<file path="src/design/itsc_pkg.sv">
// Shared constants, request and register codes, and cell control types
// for the itemset support counter. No dependencies.
package itsc_pkg;

    localparam int NUM_CAND    = 32;
    localparam int MAX_ITEMSET = 8;
    localparam int ITEM_BITS   = 16;
    localparam int COUNT_BITS  = 16;
    localparam int IDX_BITS    = 5;
    localparam int POS_BITS    = 3;
    localparam int SIZE_BITS   = 4;
    localparam int NC_BITS     = 6;
    localparam int REQ_BITS    = 2;
    localparam int CFG_AW      = 2;
    localparam int CFG_DW      = 16;
    localparam int IN_TDATA_W  = 24;
    localparam int OUT_TDATA_W = 24;

    localparam logic [REQ_BITS-1:0] REQ_LOAD   = 2'd0;
    localparam logic [REQ_BITS-1:0] REQ_TXN    = 2'd1;
    localparam logic [REQ_BITS-1:0] REQ_REPORT = 2'd2;

    localparam logic [CFG_AW-1:0] CFG_SUP_THRESH = 2'd0;
    localparam logic [CFG_AW-1:0] CFG_SET_LEN    = 2'd1;
    localparam logic [CFG_AW-1:0] CFG_CAND_COUNT = 2'd2;

    // Broadcast to every cell of the chain
    typedef struct packed {
        logic                   load;
        logic [POS_BITS-1:0]    pos;
        logic [ITEM_BITS-1:0]   item;
        logic                   txn;
        logic                   eot;
        logic [MAX_ITEMSET-1:0] size_mask;
        logic                   snap;
        logic                   shift;
        logic [COUNT_BITS-1:0]  sup_thresh;
    } t_cell_ctl;

    // Report word handed from a cell to its lower neighbor
    typedef struct packed {
        logic                  flag;
        logic [COUNT_BITS-1:0] count;
    } t_rep;

endpackage

</file>
<file path="src/design/itsc_report.sv">
// Report sequencer: walks the cell shift chain from its head and fills the
// output register with frequent candidates or a none-found word. Depends on itsc_pkg.
module itsc_report (
    input  logic                                i_clk,
    input  logic                                i_rst_n,
    input  logic                                i_start,
    input  itsc_pkg::t_rep                      i_head,
    input  logic                                i_any_rest,
    output logic                                o_shift,
    output logic                                o_busy,
    output logic                                o_out_valid,
    input  logic                                i_out_ready,
    output logic [itsc_pkg::IDX_BITS-1:0]       o_index,
    output logic [itsc_pkg::COUNT_BITS-1:0]     o_count,
    output logic                                o_none,
    output logic                                o_last
);
    import itsc_pkg::*;

    localparam logic [0:0] ST_IDLE = 1'b0;
    localparam logic [0:0] ST_SCAN = 1'b1;

    logic [0:0]            r_state, n_state;
    logic [IDX_BITS-1:0]   r_scan, n_scan;
    logic                  r_out_valid, n_out_valid;
    logic [IDX_BITS-1:0]   r_index, n_index;
    logic [COUNT_BITS-1:0] r_count, n_count;
    logic                  r_none, n_none;
    logic                  r_last, n_last;
    logic                  w_out_free;
    logic                  w_load;

    assign w_out_free = !r_out_valid || i_out_ready;

    always_comb begin
        n_state  = r_state;
        n_scan   = r_scan;
        n_index  = r_index;
        n_count  = r_count;
        n_none   = r_none;
        n_last   = r_last;
        o_shift  = 1'b0;
        w_load   = 1'b0;
        case (r_state)
            ST_IDLE: begin
                if (i_start) begin
                    n_state = ST_SCAN;
                    n_scan  = '0;
                end
            end
            ST_SCAN: begin
                if (i_head.flag) begin
                    if (w_out_free) begin
                        w_load  = 1'b1;
                        n_index = r_scan;
                        n_count = i_head.count;
                        n_none  = 1'b0;
                        n_last  = !i_any_rest;
                        o_shift = 1'b1;
                        n_scan  = r_scan + 1'b1;
                        if (!i_any_rest) begin
                            n_state = ST_IDLE;
                        end
                    end
                end else if (i_any_rest) begin
                    // skip a candidate below threshold
                    o_shift = 1'b1;
                    n_scan  = r_scan + 1'b1;
                end else if (w_out_free) begin
                    w_load  = 1'b1;
                    n_index = '0;
                    n_count = '0;
                    n_none  = 1'b1;
                    n_last  = 1'b1;
                    n_state = ST_IDLE;
                end
            end
            default: begin
                n_state = ST_IDLE;
            end
        endcase
        if (w_load) begin
            n_out_valid = 1'b1;
        end else if (i_out_ready) begin
            n_out_valid = 1'b0;
        end else begin
            n_out_valid = r_out_valid;
        end
    end

    always_ff @(posedge i_clk) begin
        if (!i_rst_n) begin
            r_state     <= ST_IDLE;
            r_scan      <= '0;
            r_out_valid <= 1'b0;
        end else begin
            r_state     <= n_state;
            r_scan      <= n_scan;
            r_out_valid <= n_out_valid;
        end
    end

    always_ff @(posedge i_clk) begin
        r_index <= n_index;
        r_count <= n_count;
        r_none  <= n_none;
        r_last  <= n_last;
    end

    assign o_busy      = (r_state == ST_SCAN);
    assign o_out_valid = r_out_valid;
    assign o_index     = r_index;
    assign o_count     = r_count;
    assign o_none      = r_none;
    assign o_last      = r_last;

endmodule

</file>
<file path="config.mk">
export PLATFORM = sky130hd
export DESIGN_NAME = itsc_report
export DESIGN_NICKNAME = d
export VERILOG_FILES = /design/src/design/itsc_pkg.sv /design/src/design/itsc_report.sv
export SDC_FILE = /design/constraint.sdc
export NUM_CORES = 1
export LEC_CHECK = 0
export BUFFER_PORTS_ARGS = -buffer_cell sky130_fd_sc_hd__buf_2
export CORE_ASPECT_RATIO = 1.1
export CORE_MARGIN = 2
export CORE_UTILIZATION = 50
export DETAILED_ROUTE_END_ITERATION = 8
export GPL_ROUTABILITY_DRIVEN = 1
export PLACE_DENSITY = 0.82
export SLEW_MARGIN = 0
export SYNTH_ARGS = -nofsm -noshare
export SYNTH_HDL_FRONTEND = slang
export SYNTH_SLANG_ARGS = --single-unit
</file>
<file path="constraint.sdc">
create_clock -name i_clk -period 4.6 [get_ports i_clk]
set_clock_uncertainty 0.1 [all_clocks]
set_input_delay 0.46 -clock i_clk [delete_from_list [all_inputs] [get_ports i_clk]]
set_output_delay 0.46 -clock i_clk [all_outputs]
set_load 0.02 [all_outputs]
</file>
After elaboration in Yosys (flattened, before gate mapping)
Index checks and enable logic that the tools add are counted.
Widths: inputs -> output; s select.
- add/sub/neg operators: 1
- eq/ne operators: 4
- mux-type cells: 34
- bitwise gates (word level): 1
- reduce and logical (&&, ||, !) cells: 6
- operator list (operator ; count):
    $mux 16 ; 4
    $mux 5 ; 8
    $mux 1 ; 20
    $pmux 5 s2 ; 1
    $reduce_and 3->1 ; 2
    $add 5x1->5 const B ; 1
    $ne 2x2->1 const B ; 2
    $ne 3x2->1 const B ; 1
    $ne 3x3->1 const B ; 1
    $logic_not 1->1 ; 2
    $pmux 1 s2 ; 1
    $reduce_bool 2->1 ; 1
    $logic_or 1x1->1 ; 1
    $not 1->1 ; 1
- bits of input ports: 22
- register bits after elaboration: 30
- output and inout bits: 26

Longest topological paths before layout
- depth after elaboration: 7
- mapped depth: 5

Worst setup path before layout
OpenSTA, ideal clock, no wires.
- path kind: register to register
- start point: reg r_state, in the netlist o_busy
- end point: reg r_count[0], in the netlist o_count[0], enable pin
- library setup time: 403 ps
- path buffers: 0
- required time: 4097 ps
- data arrival time: 1683 ps
- setup slack: 2414 ps
- stages on the path, launching flop included: 3
- path through: dfxtp_1 o21ai_0 nor2_1
- cells in the longest elaborated chain, start to end: 1
- RTL lines (what ; RTL line ; text):
    from (decl) ; itsc_report.sv:23 ; logic [0:0] r_state, n_state;
    from (signal assigned) ; itsc_report.sv:97 ; r_state <= n_state;
    $reduce_and 3->1 (no source line) ; - ;
    to (signal assigned) ; itsc_report.sv:105 ; r_count <= n_count;
    to (decl) ; itsc_report.sv:27 ; logic [COUNT_BITS-1:0] r_count, n_count;
Every way passes these cells.
A chain may end at the register's enable or synchronous reset.

Final worst setup path
- start point: in i_head[16] (netlist name)
- end point: out o_shift
- cells in the longest elaborated chain, start to end: 2
- RTL lines (what ; RTL line ; text):
    from (decl) ; itsc_report.sv:7 ; input itsc_pkg::t_rep i_head,
    $mux 1 ; itsc_report.sv:52 ; if (i_head.flag) begin
    $mux 1 ; itsc_report.sv:44 ; case (r_state)
    to (decl) ; itsc_report.sv:9 ; output logic o_shift,
Every way passes these cells.

==> flow_summary_export.csv <==
group,metric,value,unit
clock_tree,post_cts_buffers,0,
cells_and_area,nets,167,
clock_tree,cts_tree,"done",
synth,yosysTopAreaCellShare,0.563,
clock_tree,clkTransAtPathRegs,80,ps
floorplanning,dieWidth,51.2,um
synth,ys_warn_count,0,
place,dpl.hpwl,1570,um
clock_tree,cts.sink_count,30,
critical_path,worstPathArrival,1460,ps
routing,detail-route-antenna-nets,0,
place,gp_congestion,0.767,
cells_and_area,fill_cells,198,
sta,drv_slew,0,
sta,worst_slew_pin_slew,1060,ps
power,p_per_area,329,nW/um2
power,leakagePower,0.000627,uW
sta,setup_viol,0,
cells_and_area,diodes,0,
sta,min_period,2020,ps
clock_tree,ctsHoldBuffers,0,
flow_run,maxCapViolCount,0,
floorplanning,start_util,0.539,
clock_tree,cts_resized,0,
cells_and_area,finalNonFillerCells,175,
synth,synth_seq_area_share,0.678,
floorplanning,pin_count,48,
synth,syn_area,1230,um2
sta,maxSlewHeadroom,0.294,
routing,drc,0,
clock_tree,clock-root-buffer,"clkbuf_4",
routing,first_pass_iters,6,
clock_tree,clock_path_buffers,2,
place,port_buffers,47,
sta,finalSetupTns,0,ps
critical_path,critPathCaptureType,"output port",
clock_tree,numCtsBuffers,5,
synth,syn_area_per_cell,13.0,um2
sta,post-route-period-util,0.440,
cells_and_area,syn2layout_area_growth,24.0,%
global_routing,grt_pass1_vias,879,
synth,synth_cell_types,26,
synth,synth.largest_area_cell,"edfxtp_1",
sta,fmax,0.494,GHz
power,ir_drop,0.269,mV
outcome,outcome,"completed",
floorplanning,rows,18,
sta,grt_setup_unrepaired,"false",
global_routing,grt_antenna_before_repair,0,
critical_path,required,4040,ps
routing,routedWlPerCell,12.2,um
critical_path,crit_type,"in -> out",
floorplanning,coreArea,2270,um2
critical_path,cp_max_fo,26,
clock_tree,cts_max_level,2,
routing,drt_wl_total,2130,um
synth,synth-seq-cells,30,
sta,whs,318,ps
routing,avgViaCountPerCell,5.06,
routing,drt_iter0_markers,10,
global_routing,grt_max_degree,27,
global_routing,grt_usage,0.170,
floorplanning,dieArea,2860,um2
synth,syn-instance-count,94,
floorplanning,die_y,55.9,um
synth,ys_top_cells_by_area,"edfxtp_1, dfxtp_1, and2_1, a21oi_1, buf_6",
synth,synth_fp_nets,117,
place,placedCellCount,167,
critical_path,cp-start-kind,"primary input",
cells_and_area,drive_gt1_frac,0.366,
global_routing,overflow,0,
routing,vias,886,
clock_tree,insertion_delay,320,ps
sta,hold_viol,0,
global_routing,grt_pass1_wl,3530,um
hold_path,min_path_type,"in -> reg",
registers in the layout, indices dropped and copies added (netlist names):
| signal | flops |
|---|---|
| o_busy | 1 |
| o_count | 16 |
| o_index | 5 |
| o_last | 1 |
| o_none | 1 |
| o_out_valid | 1 |
| r_scan | 5 |
through the flow:
stage | worst slack [ps] | power (uW) | area, um2 | utilization
floorplan | 2410 | 350 | 1230 | -
finish | 2580 | 500 | 1520 | 0.668
global placement | 2380 | 370 | 1470 | 0.647
detailed placement | 2300 | 372 | 1470 | 0.647
CTS | 2590 | 507 | 1520 | 0.668
global route | 2490 | 526 | 1520 | 0.668
cell usage after synthesis:
cell      count
o31a_1        2
and3b_1       1
or3_1         1
a21o_1        1
nand3b_1      1
nor2b_1       1
dfxtp_1       7
o21a_1        1
o311ai_0      1
a311oi_1      2
and2_1       19
edfxtp_1     23
o21ai_1       1
inv_1         6
a21oi_1       5
ha_1          1
nand2b_1      2
o31ai_1       2
buf_6         2
nand3_1       3
clkbuf_1      2
nor2_1        4
nand2_1       1
o21ai_0       2
o211ai_1      2
or4_1         1
worst paths after layout:
path                               start                       end  slack (ps)  cells past startpoint
hold reg to reg   r_scan[4]$_SDFFE_PN0P_    r_scan[4]$_SDFFE_PN0P_         360                      1
setup / recovery              i_head[16]                   o_shift        2580                      4
setup reg to reg       o_busy$_SDFF_PN0_          o_none$_DFFE_PP_        2670                      2
hold / removal                 i_head[5]  o_count[5]$_SDFFCE_PN0P_         320                      2
critical path: stages:
cell     delay, ps
buf_2          210
o21ai_1        520
nor2_1          90
buf_2          180
cells in the final DEF (no fill, tap or decap), drive strengths merged:
master / instances
or4: 1
o31a: 2
o311ai: 1
o31ai: 2
nand2b: 2
or3: 1
o21ai: 3
buf: 47
nor2: 4
inv: 6
nor2b: 1
and3b: 1
ha: 1
nand3: 3
a21oi: 5
nand3b: 1
edfxtp: 23
clkinv: 3
a311oi: 2
clkbuf: 5
and2: 19
a21o: 1
nand2: 1
o211ai: 2
o21a: 1
dfxtp: 7
area by class of cell:
type                            count  area [um2]  area share
Sequential cell                    30         831       0.547
Multi-Input combinational cell     54         345       0.227
Timing Repair Buffer               47         235       0.155
Clock buffer                        5        37.5      0.0247
Tap cell                           30        37.5      0.0247
Inverter                            6        22.5      0.0148
Clock inverter                      3        11.3     0.00741
power by group:
group          internal [uW]  switching (uW)  total, uW
Combinational           21.1            35.6       56.7
Clock                   54.2            80.2        134
Sequential               304            4.24        309
Total                    380             120        500
cells by family after synthesis:
| group | after synthesis | share of synthesized area |
|---|---|---|
| AOI/OAI and AO/OA | 19 | 0.105 |
| and+or+nand+nor | 34 | 0.164 |
| DFF | 30 | 0.678 |
| buffers and inverters | 10 | 0.0429 |
| adders and majority gates | 1 | 0.0102 |
layer usage:
layer  vias up  GRT usage  wire (um)
li1        438          -          -
met1       404      0.157        803
met2        40      0.301       1090
met3         4     0.0833        215
met4         0     0.0827         21
met5         -          0          0
Note: power is estimated with default switching activity, not from simulation.
