$ cat src/design/itsc_pkg.sv
// Shared constants, request and register codes, and cell control types
// for the itemset support counter. No dependencies.
package itsc_pkg;

    localparam int NUM_CAND    = 32;
    localparam int MAX_ITEMSET = 8;
    localparam int ITEM_BITS   = 16;
    localparam int COUNT_BITS  = 16;
    localparam int IDX_BITS    = 5;
    localparam int POS_BITS    = 3;
    localparam int SIZE_BITS   = 4;
    localparam int NC_BITS     = 6;
    localparam int REQ_BITS    = 2;
    localparam int CFG_AW      = 2;
    localparam int CFG_DW      = 16;
    localparam int IN_TDATA_W  = 24;
    localparam int OUT_TDATA_W = 24;

    localparam logic [REQ_BITS-1:0] REQ_LOAD   = 2'd0;
    localparam logic [REQ_BITS-1:0] REQ_TXN    = 2'd1;
    localparam logic [REQ_BITS-1:0] REQ_REPORT = 2'd2;

    localparam logic [CFG_AW-1:0] CFG_SUP_THRESH = 2'd0;
    localparam logic [CFG_AW-1:0] CFG_SET_LEN    = 2'd1;
    localparam logic [CFG_AW-1:0] CFG_CAND_COUNT = 2'd2;

    // Broadcast to every cell of the chain
    typedef struct packed {
        logic                   load;
        logic [POS_BITS-1:0]    pos;
        logic [ITEM_BITS-1:0]   item;
        logic                   txn;
        logic                   eot;
        logic [MAX_ITEMSET-1:0] size_mask;
        logic                   snap;
        logic                   shift;
        logic [COUNT_BITS-1:0]  sup_thresh;
    } t_cell_ctl;

    // Report word handed from a cell to its lower neighbor
    typedef struct packed {
        logic                  flag;
        logic [COUNT_BITS-1:0] count;
    } t_rep;

endpackage

$ cat src/design/itsc_cell.sv
// One candidate cell: item table row, seen mask, support count and one
// stage of the report shift chain. Depends on itsc_pkg.
module itsc_cell (
    input  logic                i_clk,
    input  logic                i_rst_n,
    input  itsc_pkg::t_cell_ctl i_ctl,
    input  logic                i_sel,
    input  logic                i_in_use,
    input  itsc_pkg::t_rep      i_nb,
    output itsc_pkg::t_rep      o_rep
);
    import itsc_pkg::*;

    logic [ITEM_BITS-1:0]   r_items [MAX_ITEMSET];
    logic [MAX_ITEMSET-1:0] r_seen;
    logic [COUNT_BITS-1:0]  r_count;
    t_rep                   r_rep;

    logic [MAX_ITEMSET-1:0] w_match;
    logic [MAX_ITEMSET-1:0] w_seen_all;
    logic                   w_hit;

    always_comb begin
        for (int p = 0; p < MAX_ITEMSET; p++) begin
            w_match[p] = (r_items[p] == i_ctl.item) & i_ctl.size_mask[p] & i_in_use;
        end
        w_seen_all = r_seen | w_match;
        w_hit      = ((w_seen_all & i_ctl.size_mask) == i_ctl.size_mask);
    end

    always_ff @(posedge i_clk) begin
        if (i_ctl.load && i_sel) begin
            r_items[i_ctl.pos] <= i_ctl.item;
        end
    end

    always_ff @(posedge i_clk) begin
        if (!i_rst_n) begin
            r_seen  <= '0;
            r_count <= '0;
            r_rep   <= '0;
        end else begin
            if (i_ctl.load && i_sel && (i_ctl.pos == '0)) begin
                r_seen  <= '0;
                r_count <= '0;
            end else if (i_ctl.txn) begin
                if (i_ctl.eot) begin
                    r_seen <= '0;
                    // saturate at all ones
                    if (i_in_use && w_hit && (r_count != {COUNT_BITS{1'b1}})) begin
                        r_count <= r_count + 1'b1;
                    end
                end else begin
                    r_seen <= w_seen_all;
                end
            end
            if (i_ctl.snap) begin
                r_rep.flag  <= i_in_use && (r_count >= i_ctl.sup_thresh);
                r_rep.count <= r_count;
            end else if (i_ctl.shift) begin
                r_rep <= i_nb;
            end
        end
    end

    assign o_rep = r_rep;

endmodule

$ cat config.mk
export PLATFORM = sky130hd
export DESIGN_NAME = itsc_cell
export DESIGN_NICKNAME = d
export VERILOG_FILES = /design/src/design/itsc_pkg.sv /design/src/design/itsc_cell.sv
export SDC_FILE = /design/constraint.sdc
export NUM_CORES = 1
export LEC_CHECK = 0
export BUFFER_PORTS_ARGS = -buffer_cell sky130_fd_sc_hd__buf_2
export CORE_ASPECT_RATIO = 0.9
export CORE_MARGIN = 1
export CORE_UTILIZATION = 50
export DETAILED_ROUTE_END_ITERATION = 10
export HOLD_SLACK_MARGIN = 0.03
export MAX_ROUTING_LAYER = met4
export PLACE_DENSITY = 0.73
export SLEW_MARGIN = 20
export SYNTH_ARGS = -nofsm -noshare
export SYNTH_HDL_FRONTEND = slang
export SYNTH_SLANG_ARGS = --single-unit
$ cat constraint.sdc
create_clock -name i_clk -period 8.85 [get_ports i_clk]
set_clock_uncertainty 0.2 [all_clocks]
set_input_delay 1.77 -clock i_clk [delete_from_list [all_inputs] [get_ports i_clk]]
set_output_delay 1.77 -clock i_clk [all_outputs]
set_load 0.03 [all_outputs]
Word level (Yosys, flattened, before mapping)
Memory sizes are Yosys's and may differ from the RTL's.
Index checks and enable logic that the tools add are counted.

word-level totals
  bits in registers = 41
  bits in writable memories = 128
  input port bits = 69
  word-level logic and storage cells = 50
  memories = 1

memory list
  name     depth  width  read ports  clocked after Yosys merged registers in  write ports  RTL line         source
  r_items  8      16     8           0                                        1            itsc_cell.sv:14  logic [ITEM_BITS-1:0] r_items [MAX_ITEMSET];

cells by class
  $add $sub $neg = 1
  magnitude comparators = 1
  equal/unequal tests = 10
  mux-type cells = 5
  bitwise gates (word level) = 19
  reduce and logical (&&, ||, !) cells = 9

operators with widths
  operator               count
  $eq 16x16->1           8
  $mux 17                2
  $add 16x1->16 const B  1
  $and 1x1->1            16
  $ge 16x16->1           1
  $ne 16x16->1 const B   1
  $and 8x8->8            1
  $eq 8x8->1             1
  $mux 8                 1
  $or 8x8->8             1
  $logic_and 1x1->1      5
  $logic_not 3->1        1
  $reduce_and 3->1       1
  $mux 1                 2
  $reduce_bool 2->1      1
  $reduce_or 2->1        1
  $not 1->1              1

Longest topological paths before layout
Gate-level depths: netlist of run 1.

  depth in word-level cells = 9
  depth in mapped cells = 11
  mapped depth without buffers = 10

Worst setup path after synthesis of run 1
No wires, ideal clock.

  path kind = input to register
  from = input port i_ctl[35] (netlist bit)
  to = register r_count[3]
  arrival = 3.895 ns
  data required time = 8.578 ns
  setup slack = 4.683 ns
  stages on the path = 9
  path buffers = 1
  cell sequence = buf_2 > xor2_1 > nor4_1 > nand4_1 > nor4_2 > o22ai_1 > or4_4 > or3_1 > a21oi_1

on the way
  cells in the longest elaborated chain, start to end = 9
  elaborated cells on any way between the ends = 30
  classes of those cells = eq/ne (9); bitwise (18); reduce/logical (3)

ends and longest elaborated chain
  item                               RTL line         source
  start: declaration                 itsc_cell.sv:6   input itsc_pkg::t_cell_ctl i_ctl,
  $eq 16x16->1                       itsc_cell.sv:25  w_match[p] = (r_items[p] == i_ctl.item) & i_ctl.size_mask[p] & i_in_use;
  $and 1x1->1 (2 in series)          itsc_cell.sv:25
  $or 8x8->8 *                       itsc_cell.sv:27  w_seen_all = r_seen | w_match;
  $and 8x8->8 *                      itsc_cell.sv:28  w_hit = ((w_seen_all & i_ctl.size_mask) == i_ctl.size_mask);
  $eq 8x8->1 *                       itsc_cell.sv:28
  $logic_and 1x1->1 * (2 in series)  itsc_cell.sv:50  if (i_in_use && w_hit && (r_count != {COUNT_BITS{1'b1}})) begin
  $reduce_and 3->1 (no line) *       -
  end signal: assignment             itsc_cell.sv:51  r_count <= r_count + 1'b1;
  end: declaration                   itsc_cell.sv:16  logic [COUNT_BITS-1:0] r_count;

Mark *: on every way between the ends. The rest lies on a longest branch, timed or not.
A chain may end at the register's enable or synchronous reset.

Final worst setup path of run 1
  from = input port i_ctl[39] (netlist bit)
  to = register r_count[15]

The elaborated chain is that of the path after synthesis.

==> insert_results.sql, run 1 <==
INSERT INTO impl_metrics (metric_group, metric, value, unit) VALUES
('run_status', 'run_status', 'complete, no violations', ''),
('flow_run', 'drv_cap', '0', ''),
('power', 'ir_drop', '0.000158', 'V'),
('floorplanning', 'die-height', '121', 'µm'),
('synth', 'synth_async_sr_flop_share', '0', ''),
('place', 'finalWeightedCongestion', '0.860', ''),
('power', 'static-leakage-power', '3.32', 'nW'),
('sta', 'final_period_minus_worst_setup_slack', '4700', 'ps'),
('grt', 'first_global_vias', '4772', ''),
('synth', 'netlist_instances', '630', ''),
('clocking', 'cts_max_level', '4', ''),
('place', 'detailed_place_hpwl', '11600', 'µm'),
('setup_path', 'crit_required', '9000', 'ps'),
('setup_path', 'critical_path.startpoint', 'i_ctl[39]', ''),
('clocking', 'post-cts-setup-buffers', '0', ''),
('sta', 'post-route-period-util', '0.531', ''),
('final_layout', 'syn_to_final_growth', '13.9', '%'),
('power', 'power_per_cell_area', '191', 'nW/µm²'),
('sta', 'finalHoldViolCount', '0', ''),
('final_layout', 'final_cell_mix', '128 x sky130_fd_sc_hd__edfxtp_1, 85 x sky130_fd_sc_hd__buf_2, 65 x sky130_fd_sc_hd__xnor2_1, 64 x sky130_fd_sc_hd__xor2_1, 42 x sky130_fd_sc_hd__nand2_1', ''),
('grt', 'largest_net_degree_at_the_start_of_global_routing', '36', ''),
('final_layout', 'final-seq-area', '4660', 'µm²'),
('floorplanning', 'die_w', '134', 'µm'),
('synth', 'synth-seq-area-share', '0.595', ''),
('place', 'port_buffers', '85', ''),
('setup_path', 'critPathArrivalTime', '4850', 'ps'),
('final_layout', 'multi_input_area', '2940', 'µm²'),
('grt', 'global_route_total_usage_across_every_layer', '0.225', ''),
('synth', 'number_of_flip_flops_and_latches_in_the_synthesized_netlist', '169', ''),
('synth', 'mappedNetlistNets', '716', ''),
('sta', 'setup_viol_count_final', '0', ''),
('final_layout', 'fraction_of_final_layout_cells_with_drive_strength_greater_than_1', '0.181', ''),
('detailed_routing', 'vias', '4995', ''),
('detailed_routing', 'initialDrtViolationCount', '521', ''),
('setup_path', 'critPathMaxFanout', '19', ''),
('clocking', 'cts-root-buf', 'sky130_fd_sc_hd__clkbuf_16', ''),
('setup_path', 'critical_path.endpoint_type', 'flip-flop', ''),
('final_layout', 'net_count_reported_at_finish', '790', ''),
('detailed_routing', 'wl_per_cell', '18.3', 'µm'),
('final_layout', 'num-fill-cells', '1278', ''),
('synth', 'syn-cell-area', '7840', 'µm²'),
('synth', 'synth_area_per_cell', '12.4', 'µm²'),
('sta', 'timing.setup.tns', '0', 'ps'),
('synth', 'synth_top_cells_by_area', 'sky130_fd_sc_hd__edfxtp_1 49%, sky130_fd_sc_hd__dfxtp_1 10%, sky130_fd_sc_hd__xnor2_1 7.3%, sky130_fd_sc_hd__xor2_1 7.2%, sky130_fd_sc_hd__mux2i_1 3.1%', ''),
('setup_path', 'r2r_cells', '8', ''),
('clocking', 'later_pin_clock_latency_in_the_skew_report', '430', 'ps'),
('synth', 'count_of_flip_flops_with_a_built_in_enable_after_synthesis', '128', ''),
('min_path', 'min_from', 'r_seen[2]', ''),
('floorplanning', 'top_level_ports', '86', ''),
('min_path', 'hold_path_depth', '2', ''),
('clocking', 'ctsResizeCount', '0', ''),
('synth', 'synth.largest_area_cell', 'sky130_fd_sc_hd__edfxtp_1', ''),
('clocking', 'cts_tree', 'yes', ''),
('min_path', 'hold-path-endpoint', 'r_seen[2]', ''),
('grt', 'grt_antenna_before_repair', '0', ''),
('clocking', 'clk_path_buf_depth', '2', ''),
('floorplanning', 'dieArea', '16200', 'µm²'),
('setup_path', 'reg2reg_setup_slack', '5460', 'ps'),
('floorplanning', 'num_rows', '43', ''),
('sta', 'grt_setup_unrepaired', 'no', ''),
('setup_path', 'r2r_path_start', 'r_items[3][7]', ''),
('clocking', 'cts-buffers-inserted', '17', ''),
('setup_path', 'worst_setup_path_start_kind', 'primary input', ''),
('sta', 'worst_pin_slew', '1060', 'ps'),
('clocking', 'register_clock_pin_slew_on_the_reported_worst_setup_and_hold_paths', '60', 'ps'),
('detailed_routing', 'vias_per_cell', '5.44', ''),
('final_layout', 'layout_commonest_cell', 'sky130_fd_sc_hd__edfxtp_1', ''),
('floorplanning', 'initial_utilization', '0.509', ''),
('final_layout', 'finalCoreUtilization', '0.580', ''),
('sta', 'timing.max_slew.rel_slack', '0.292', ''),
('floorplanning', 'core_region_area', '15400', 'µm²');
## stage by stage
stage	power [mW]	cells	setup WS, ps
after global routing	1.76	919	4000
after detailed placement	1.01	887	3790
final	1.71	919	4150
after floorplan	0.968	630	4680
after global placement	1.01	887	3850
after CTS	1.72	919	4240
## how the worst max path moves through the flow
stage | to | slack (ps) | cells past startpoint
after floorplan | r_count[3] | 4680 | 9
after global placement | r_count[7] | 3850 | 9
after detailed placement | r_count[7] | 3790 | 9
after CTS | r_count[7] | 4240 | 9
after global routing | r_count[10] | 4000 | 9
final | r_count[15] | 4150 | 9
## layer usage
layer	vias up	global-route usage	part of all wire
li1	2383	-	-
met1	2423	0.282	0.44
met2	174	0.362	0.49
met3	15	0.0465	0.060
met4	0	0.0788	0.013
met5	-	-	0
## kinds of logic after synthesis
group | count (synthesis) | share of synthesized area
buf+inv | 52 | 0.0323
compound gates | 61 | 0.0471
xor+xnor | 129 | 0.144
fa+ha+maj | 17 | 0.0271
mux | 24 | 0.0307
simple gates | 178 | 0.123
flops | 169 | 0.595
## synth_stat cells, types with 2 or more instances
| library cell | number |
|---|---|
| sky130_fd_sc_hd__nor2_1 | 24 |
| sky130_fd_sc_hd__nor2b_1 | 2 |
| sky130_fd_sc_hd__nand4_1 | 21 |
| sky130_fd_sc_hd__or3_1 | 3 |
| sky130_fd_sc_hd__nand3_1 | 18 |
| sky130_fd_sc_hd__nor4_2 | 4 |
| sky130_fd_sc_hd__o21ai_0 | 22 |
| sky130_fd_sc_hd__xor2_1 | 64 |
| sky130_fd_sc_hd__buf_2 | 10 |
| sky130_fd_sc_hd__ha_1 | 17 |
| sky130_fd_sc_hd__dfxtp_1 | 41 |
| sky130_fd_sc_hd__o21ai_2 | 2 |
| sky130_fd_sc_hd__inv_1 | 22 |
| sky130_fd_sc_hd__clkbuf_1 | 12 |
| sky130_fd_sc_hd__nand2b_1 | 16 |
| sky130_fd_sc_hd__o22ai_1 | 2 |
| sky130_fd_sc_hd__edfxtp_1 | 128 |
| sky130_fd_sc_hd__nor3_1 | 5 |
| sky130_fd_sc_hd__o311ai_1 | 4 |
| sky130_fd_sc_hd__xnor2_1 | 65 |
| sky130_fd_sc_hd__mux2i_1 | 24 |
| sky130_fd_sc_hd__nand2_1 | 42 |
| sky130_fd_sc_hd__a21o_1 | 3 |
| sky130_fd_sc_hd__and3_1 | 4 |
| sky130_fd_sc_hd__a21oi_1 | 19 |
| sky130_fd_sc_hd__buf_6 | 5 |
| sky130_fd_sc_hd__and2_1 | 20 |
| sky130_fd_sc_hd__nor4_1 | 16 |
| sky130_fd_sc_hd__buf_4 | 2 |
| sky130_fd_sc_hd__a31o_2 | 4 |
## registers in the layout, indices dropped and copies added, names as in the netlist
signal,count
o_rep,17
r_items,128
r_seen,8
r_count,16
## critical path: stages
cell	delay, ps
sky130_fd_sc_hd__buf_2	370
sky130_fd_sc_hd__xor2_1	130
sky130_fd_sc_hd__nor4_1	480
sky130_fd_sc_hd__nand4_1	180
sky130_fd_sc_hd__o311ai_1	390
sky130_fd_sc_hd__o311ai_1	260
sky130_fd_sc_hd__nor4_4	780
sky130_fd_sc_hd__nand3_1	250
sky130_fd_sc_hd__mux2i_1	240
## final cells by class
cell class,instances,area share
clock buffer,18,0.0481
clock inverter,14,0.0143
inverter,22,0.00925
multi-input combinational,409,0.330
sequential,169,0.523
tap,202,0.0283
timing repair buffer,85,0.0477
## where the power goes
group | switching [mW] | internal, mW
clock | 0.299 | 0.411
sequential | 0.00568 | 0.867
combinational | 0.0773 | 0.0456
total | 0.382 | 1.32
Power figures use the tool's default switching activity.
==> inputs of run 2 (changes only) <==
--- a/config.mk
+++ b/config.mk
@@ -5,6 +5,7 @@
 export SDC_FILE = /design/constraint.sdc
 export NUM_CORES = 1
 export LEC_CHECK = 0
+export ABC_AREA = 1
 export BUFFER_PORTS_ARGS = -buffer_cell sky130_fd_sc_hd__buf_2
 export CORE_ASPECT_RATIO = 0.9
 export CORE_MARGIN = 1
@@ -12,7 +13,7 @@
 export DETAILED_ROUTE_END_ITERATION = 10
 export HOLD_SLACK_MARGIN = 0.03
 export MAX_ROUTING_LAYER = met4
-export PLACE_DENSITY = 0.73
+export PLACE_DENSITY = 0.75
 export SLEW_MARGIN = 20
 export SYNTH_ARGS = -nofsm -noshare
 export SYNTH_HDL_FRONTEND = slang
==> constraint.sdc (replaced) <==
create_clock -name i_clk -period 4.18 [get_ports i_clk]
set_clock_uncertainty 0.2 [all_clocks]
set_input_delay 0.836 -clock i_clk [delete_from_list [all_inputs] [get_ports i_clk]]
set_output_delay 0.836 -clock i_clk [all_outputs]
set_load 0.03 [all_outputs]
==> run 2 against run 1 <==
Net effect:
- combinational power grew to 2.6 times the previous value
- sequential cell count is the same
- clock-buffer cell count shrank 1
- worst hold slack gained 10 ps
- highest routed layer unchanged
- synthesized cell count grew 59%
- critical path depth grew 5
- sequential share of layout area shrank 5.2 points
- die area grew 11%
- cell count grew 45%
- register-to-register slack lost 3700 ps
- global-route usage grew 2.5 points
==> insert_results.sql, run 2 <==
INSERT INTO impl_metrics (metric_group, metric, value, unit) VALUES
('run_status', 'run_status', 'complete, no violations', ''),
('synth', 'number_of_distinct_library_cells_after_synthesis', '36', ''),
('clocking', 'cts_hold_repair.buffers', '0', ''),
('synth', 'netlist_instances', '1002', ''),
('power', 'clock_power_share', '0.429', ''),
('sta', 'timing.setup.tns', '0', 'ps'),
('setup_path', 'critical_path.cell_chain', 'buf_2 -> inv_1 -> nand2_1 -> nand2_1 -> nor2_1 -> nand3_1 -> nor2_1 -> nand2_1 -> nand3_2 -> nand2_1 -> nor2_1 -> nand4_2 -> o21ai_0 -> nor2_1', ''),
('final_layout', 'final_cell_mix', '286 x sky130_fd_sc_hd__nand2_1, 141 x sky130_fd_sc_hd__nor2_1, 128 x sky130_fd_sc_hd__edfxtp_1, 127 x sky130_fd_sc_hd__inv_1, 85 x sky130_fd_sc_hd__buf_2', ''),
('synth', 'synth_top_flop_cell', 'sky130_fd_sc_hd__edfxtp_1', ''),
('clocking', 'ctsResizeCount', '0', ''),
('min_path', 'min_from', 'r_seen[2]', ''),
('synth', 'synth-seq-area-share', '0.537', ''),
('final_layout', 'num-fill-cells', '1444', ''),
('power', 'power_per_cell_area', '383', 'nW/µm²'),
('synth', 'synth.largest_area_cell', 'sky130_fd_sc_hd__edfxtp_1', ''),
('setup_path', 'critPathMaxFanout', '17', ''),
('sta', 'grt_setup_unrepaired', 'no', ''),
('min_path', 'hold_path_depth', '2', ''),
('grt', 'global_route_total_usage_across_every_layer', '0.249', ''),
('setup_path', 'r2r_path_start', 'r_count[1]', ''),
('setup_path', 'cpMaxStageDelayCell', 'sky130_fd_sc_hd__nand4_2', ''),
('clocking', 'cts-buffers-inserted', '17', ''),
('detailed_routing', 'vias', '6867', ''),
('sta', 'worst_pin_slew', '821', 'ps'),
('final_layout', 'flip_flop_count_of_the_largest_register_all_copies_and_words_added', '128', ''),
('grt', 'grt_pass1_wl', '33000', 'µm'),
('power', 'internal_power', '2.81', 'mW'),
('floorplanning', 'die_w', '141', 'µm'),
('synth', 'synth.area.mux_share', '0', ''),
('clocking', 'cts_num_sinks', '169', ''),
('detailed_routing', 'initialDrtViolationCount', '602', ''),
('sta', 'post-route-period-util', '0.686', ''),
('setup_path', 'critical_path.endpoint_type', 'flip-flop', ''),
('grt', 'largest_net_degree_at_the_start_of_global_routing', '20', ''),
('setup_path', 'setup.worst_path.class', 'in -> reg', ''),
('clocking', 'later_pin_clock_latency_in_the_skew_report', '440', 'ps'),
('grt', 'globalRouteOverflowTotal', '0', ''),
('setup_path', 'worst_setup_path_start_kind', 'primary input', ''),
('clocking', 'register_clock_pin_slew_on_the_reported_worst_setup_and_hold_paths', '70', 'ps'),
('synth', 'number_of_flip_flops_and_latches_in_the_synthesized_netlist', '169', ''),
('clocking', 'post-cts-setup-buffers', '0', ''),
('sta', 'fmax', '349', 'MHz'),
('synth', 'syn-cell-area', '8690', 'µm²'),
('detailed_routing', 'wl_per_cell', '15.2', 'µm'),
('setup_path', 'critical-path-max-stage-delay', '360', 'ps'),
('synth', 'combinational_family_with_the_most_area_after_synthesis', 'simple AND/OR/NAND/NOR gates', ''),
('clocking', 'cts_tree', 'yes', ''),
('final_layout', 'fraction_of_final_layout_cells_with_drive_strength_greater_than_1', '0.140', ''),
('place', 'preCtsSetupSlack', '887', 'ps'),
('sta', 'timing.max_slew.rel_slack', '0.451', ''),
('power', 'net_switching_fraction_of_the_power', '0.260', ''),
('final_layout', 'layout_commonest_cell', 'sky130_fd_sc_hd__nand2_1', ''),
('synth', 'post_synth_and_or_nand_nor_area_fraction', '0.250', ''),
('place', 'finalWeightedCongestion', '0.902', ''),
('setup_path', 'critPathArrivalTime', '2990', 'ps'),
('synth', 'mappedNetlistNets', '1088', ''),
('power', 'seqPwrFrac', '0.488', ''),
('sta', 'drv_slew', '0', ''),
('floorplanning', 'initial_utilization', '0.513', ''),
('clocking', 'cts-root-buf', 'sky130_fd_sc_hd__clkbuf_16', ''),
('place', 'detailed_place_hpwl', '14400', 'µm'),
('floorplanning', 'core_region_area', '16900', 'µm²'),
('detailed_routing', 'finalWirelength', '20300', 'µm'),
('synth', 'synth_area_per_cell', '8.67', 'µm²'),
('detailed_routing', 'dr.pass1.iters', '5', ''),
('power', 'pwr-share-comb', '0.083', ''),
('power', 'static-leakage-power', '4.33', 'nW'),
('final_layout', 'syn_to_final_growth', '14.1', '%'),
('detailed_routing', 'final_antenna_net_count', '0', ''),
('synth', 'synthXorXnorAreaFrac', '0.0504', ''),
('detailed_routing', 'detail_route.drc_violations', '0', ''),
('setup_path', 'crit_required', '4300', 'ps'),
('setup_path', 'r2r_cells', '14', ''),
('min_path', 'timing.hold.worst.class', 'reg -> reg', ''),
('floorplanning', 'num_rows', '45', ''),
('setup_path', 'critical_path.startpoint', 'i_ctl[29]', ''),
('synth', 'synth-compound-area-share', '0.0566', ''),
('grt', 'first_global_vias', '6457', ''),
('final_layout', 'net_count_reported_at_finish', '1174', ''),
('detailed_routing', 'vias_per_cell', '5.14', ''),
('place', 'port_buffers', '85', ''),
('synth', 'synth_top_cells_by_area', 'sky130_fd_sc_hd__edfxtp_1 44%, sky130_fd_sc_hd__nand2_1 12%, sky130_fd_sc_hd__dfxtp_1 9.4%, sky130_fd_sc_hd__nor2_1 6.1%, sky130_fd_sc_hd__inv_1 5.5%', ''),
('sta', 'final_period_minus_worst_setup_slack', '2870', 'ps'),
('synth', 'synth.cells.most_frequent', '286 x sky130_fd_sc_hd__nand2_1, 141 x sky130_fd_sc_hd__nor2_1, 128 x sky130_fd_sc_hd__edfxtp_1', ''),
('grt', 'grt_antenna_before_repair', '0', ''),
('sta', 'setup_viol_count_final', '0', ''),
('synth', 'yosysWarningCount', '0', ''),
('synth', 'count_of_flip_flops_with_a_built_in_enable_after_synthesis', '128', ''),
('power', 'total_power', '3.80', 'mW'),
('floorplanning', 'die-height', '127', 'µm'),
('floorplanning', 'dieArea', '17900', 'µm²'),
('synth', 'synth_async_sr_flop_share', '0', ''),
('final_layout', 'diodes', '0', ''),
('clocking', 'cts_max_level', '4', ''),
('synth', 'synthDominantCellAreaShare', '0.442', ''),
('floorplanning', 'top_level_ports', '86', ''),
('power', 'switching_power', '986', 'µW'),
('synth', 'synth_most_common_cell', 'sky130_fd_sc_hd__nand2_1', ''),
('power', 'ir_drop', '0.000396', 'V'),
('synth', 'yosys.area_share.adder', '0.0245', ''),
('clocking', 'clk_path_buf_depth', '2', ''),
('sta', 'finalHoldViolCount', '0', ''),
('final_layout', 'largest_register', 'r_items', ''),
('sta', 'timing.final.ws_setup', '1310', 'ps'),
('flow_run', 'drv_cap', '0', '');
## run 2: changes by cell type after synthesis, moves of 20 or more
cell,previous run,this run
sky130_fd_sc_hd__nand2_1,42,286
sky130_fd_sc_hd__nor2_1,24,141
sky130_fd_sc_hd__inv_1,22,127
sky130_fd_sc_hd__xor2_1,64,14
sky130_fd_sc_hd__xnor2_1,65,36
sky130_fd_sc_hd__mux2i_1,24,0
sky130_fd_sc_hd__and2_1,20,0
## run 2: critical path: cells and delay by family
| family | cells | cell delay [ps] |
|---|---|---|
| buf+inv | 2 | 470 |
| compound gates | 1 | 300 |
| simple gates | 11 | 1390 |
## run 2: kinds of logic after synthesis
group,Yosys count
buf+inv,166
simple gates,522
compound gates,78
flops,169
xor+xnor,50
fa+ha+maj,17
## run 2: power groups by stage
| stage | combinational [mW] | sequential, mW | clock (mW) |
|---|---|---|---|
| after floorplan | 0.186 | 1.91 | 0 |
| after global placement | 0.308 | 1.89 | 0 |
| after detailed placement | 0.312 | 1.89 | 0 |
| after CTS | 0.314 | 1.85 | 1.64 |
| after global routing | 0.352 | 1.86 | 1.71 |
| final | 0.314 | 1.85 | 1.63 |
## run 2: cell type report
class / instances / area [µm²] / share of cell area
Clock buffer: 17 / 425 / 0.0429
Clock inverter: 15 / 194 / 0.0196
Inverter: 137 / 514 / 0.0519
Multi-Input combinational cell: 667 / 3320 / 0.334
Sequential cell: 169 / 4660 / 0.470
Tap cell: 235 / 294 / 0.0297
Timing Repair Buffer: 96 / 508 / 0.0512
## run 2: per-stage QoR
step | cell area, µm² | util | cells | hold slack, ps
floorplan | 8690 | - | 1002 | 254
global placement | 9300 | 0.549 | 1304 | 266
detailed placement | 9300 | 0.549 | 1304 | 272
CTS | 9920 | 0.585 | 1336 | 282
global route | 9920 | 0.585 | 1336 | 294
finish | 9920 | 0.585 | 1336 | 284
## run 2: worst paths after layout
| path | end | slack (ps) |
|---|---|---|
| max | r_count[0] | 1310 |
| min | r_seen[2] | 280 |
| max reg2reg | r_count[0] | 1720 |
| min reg2reg | r_seen[2] | 280 |
## run 2: metal layers
layer	track usage	up-vias	part of all wire
met4	0.0991	0	0.030
met1	0.315	3180	0.44
met2	0.399	219	0.47
li1	-	3428	-
met3	0.0469	40	0.055
met5	-	-	0
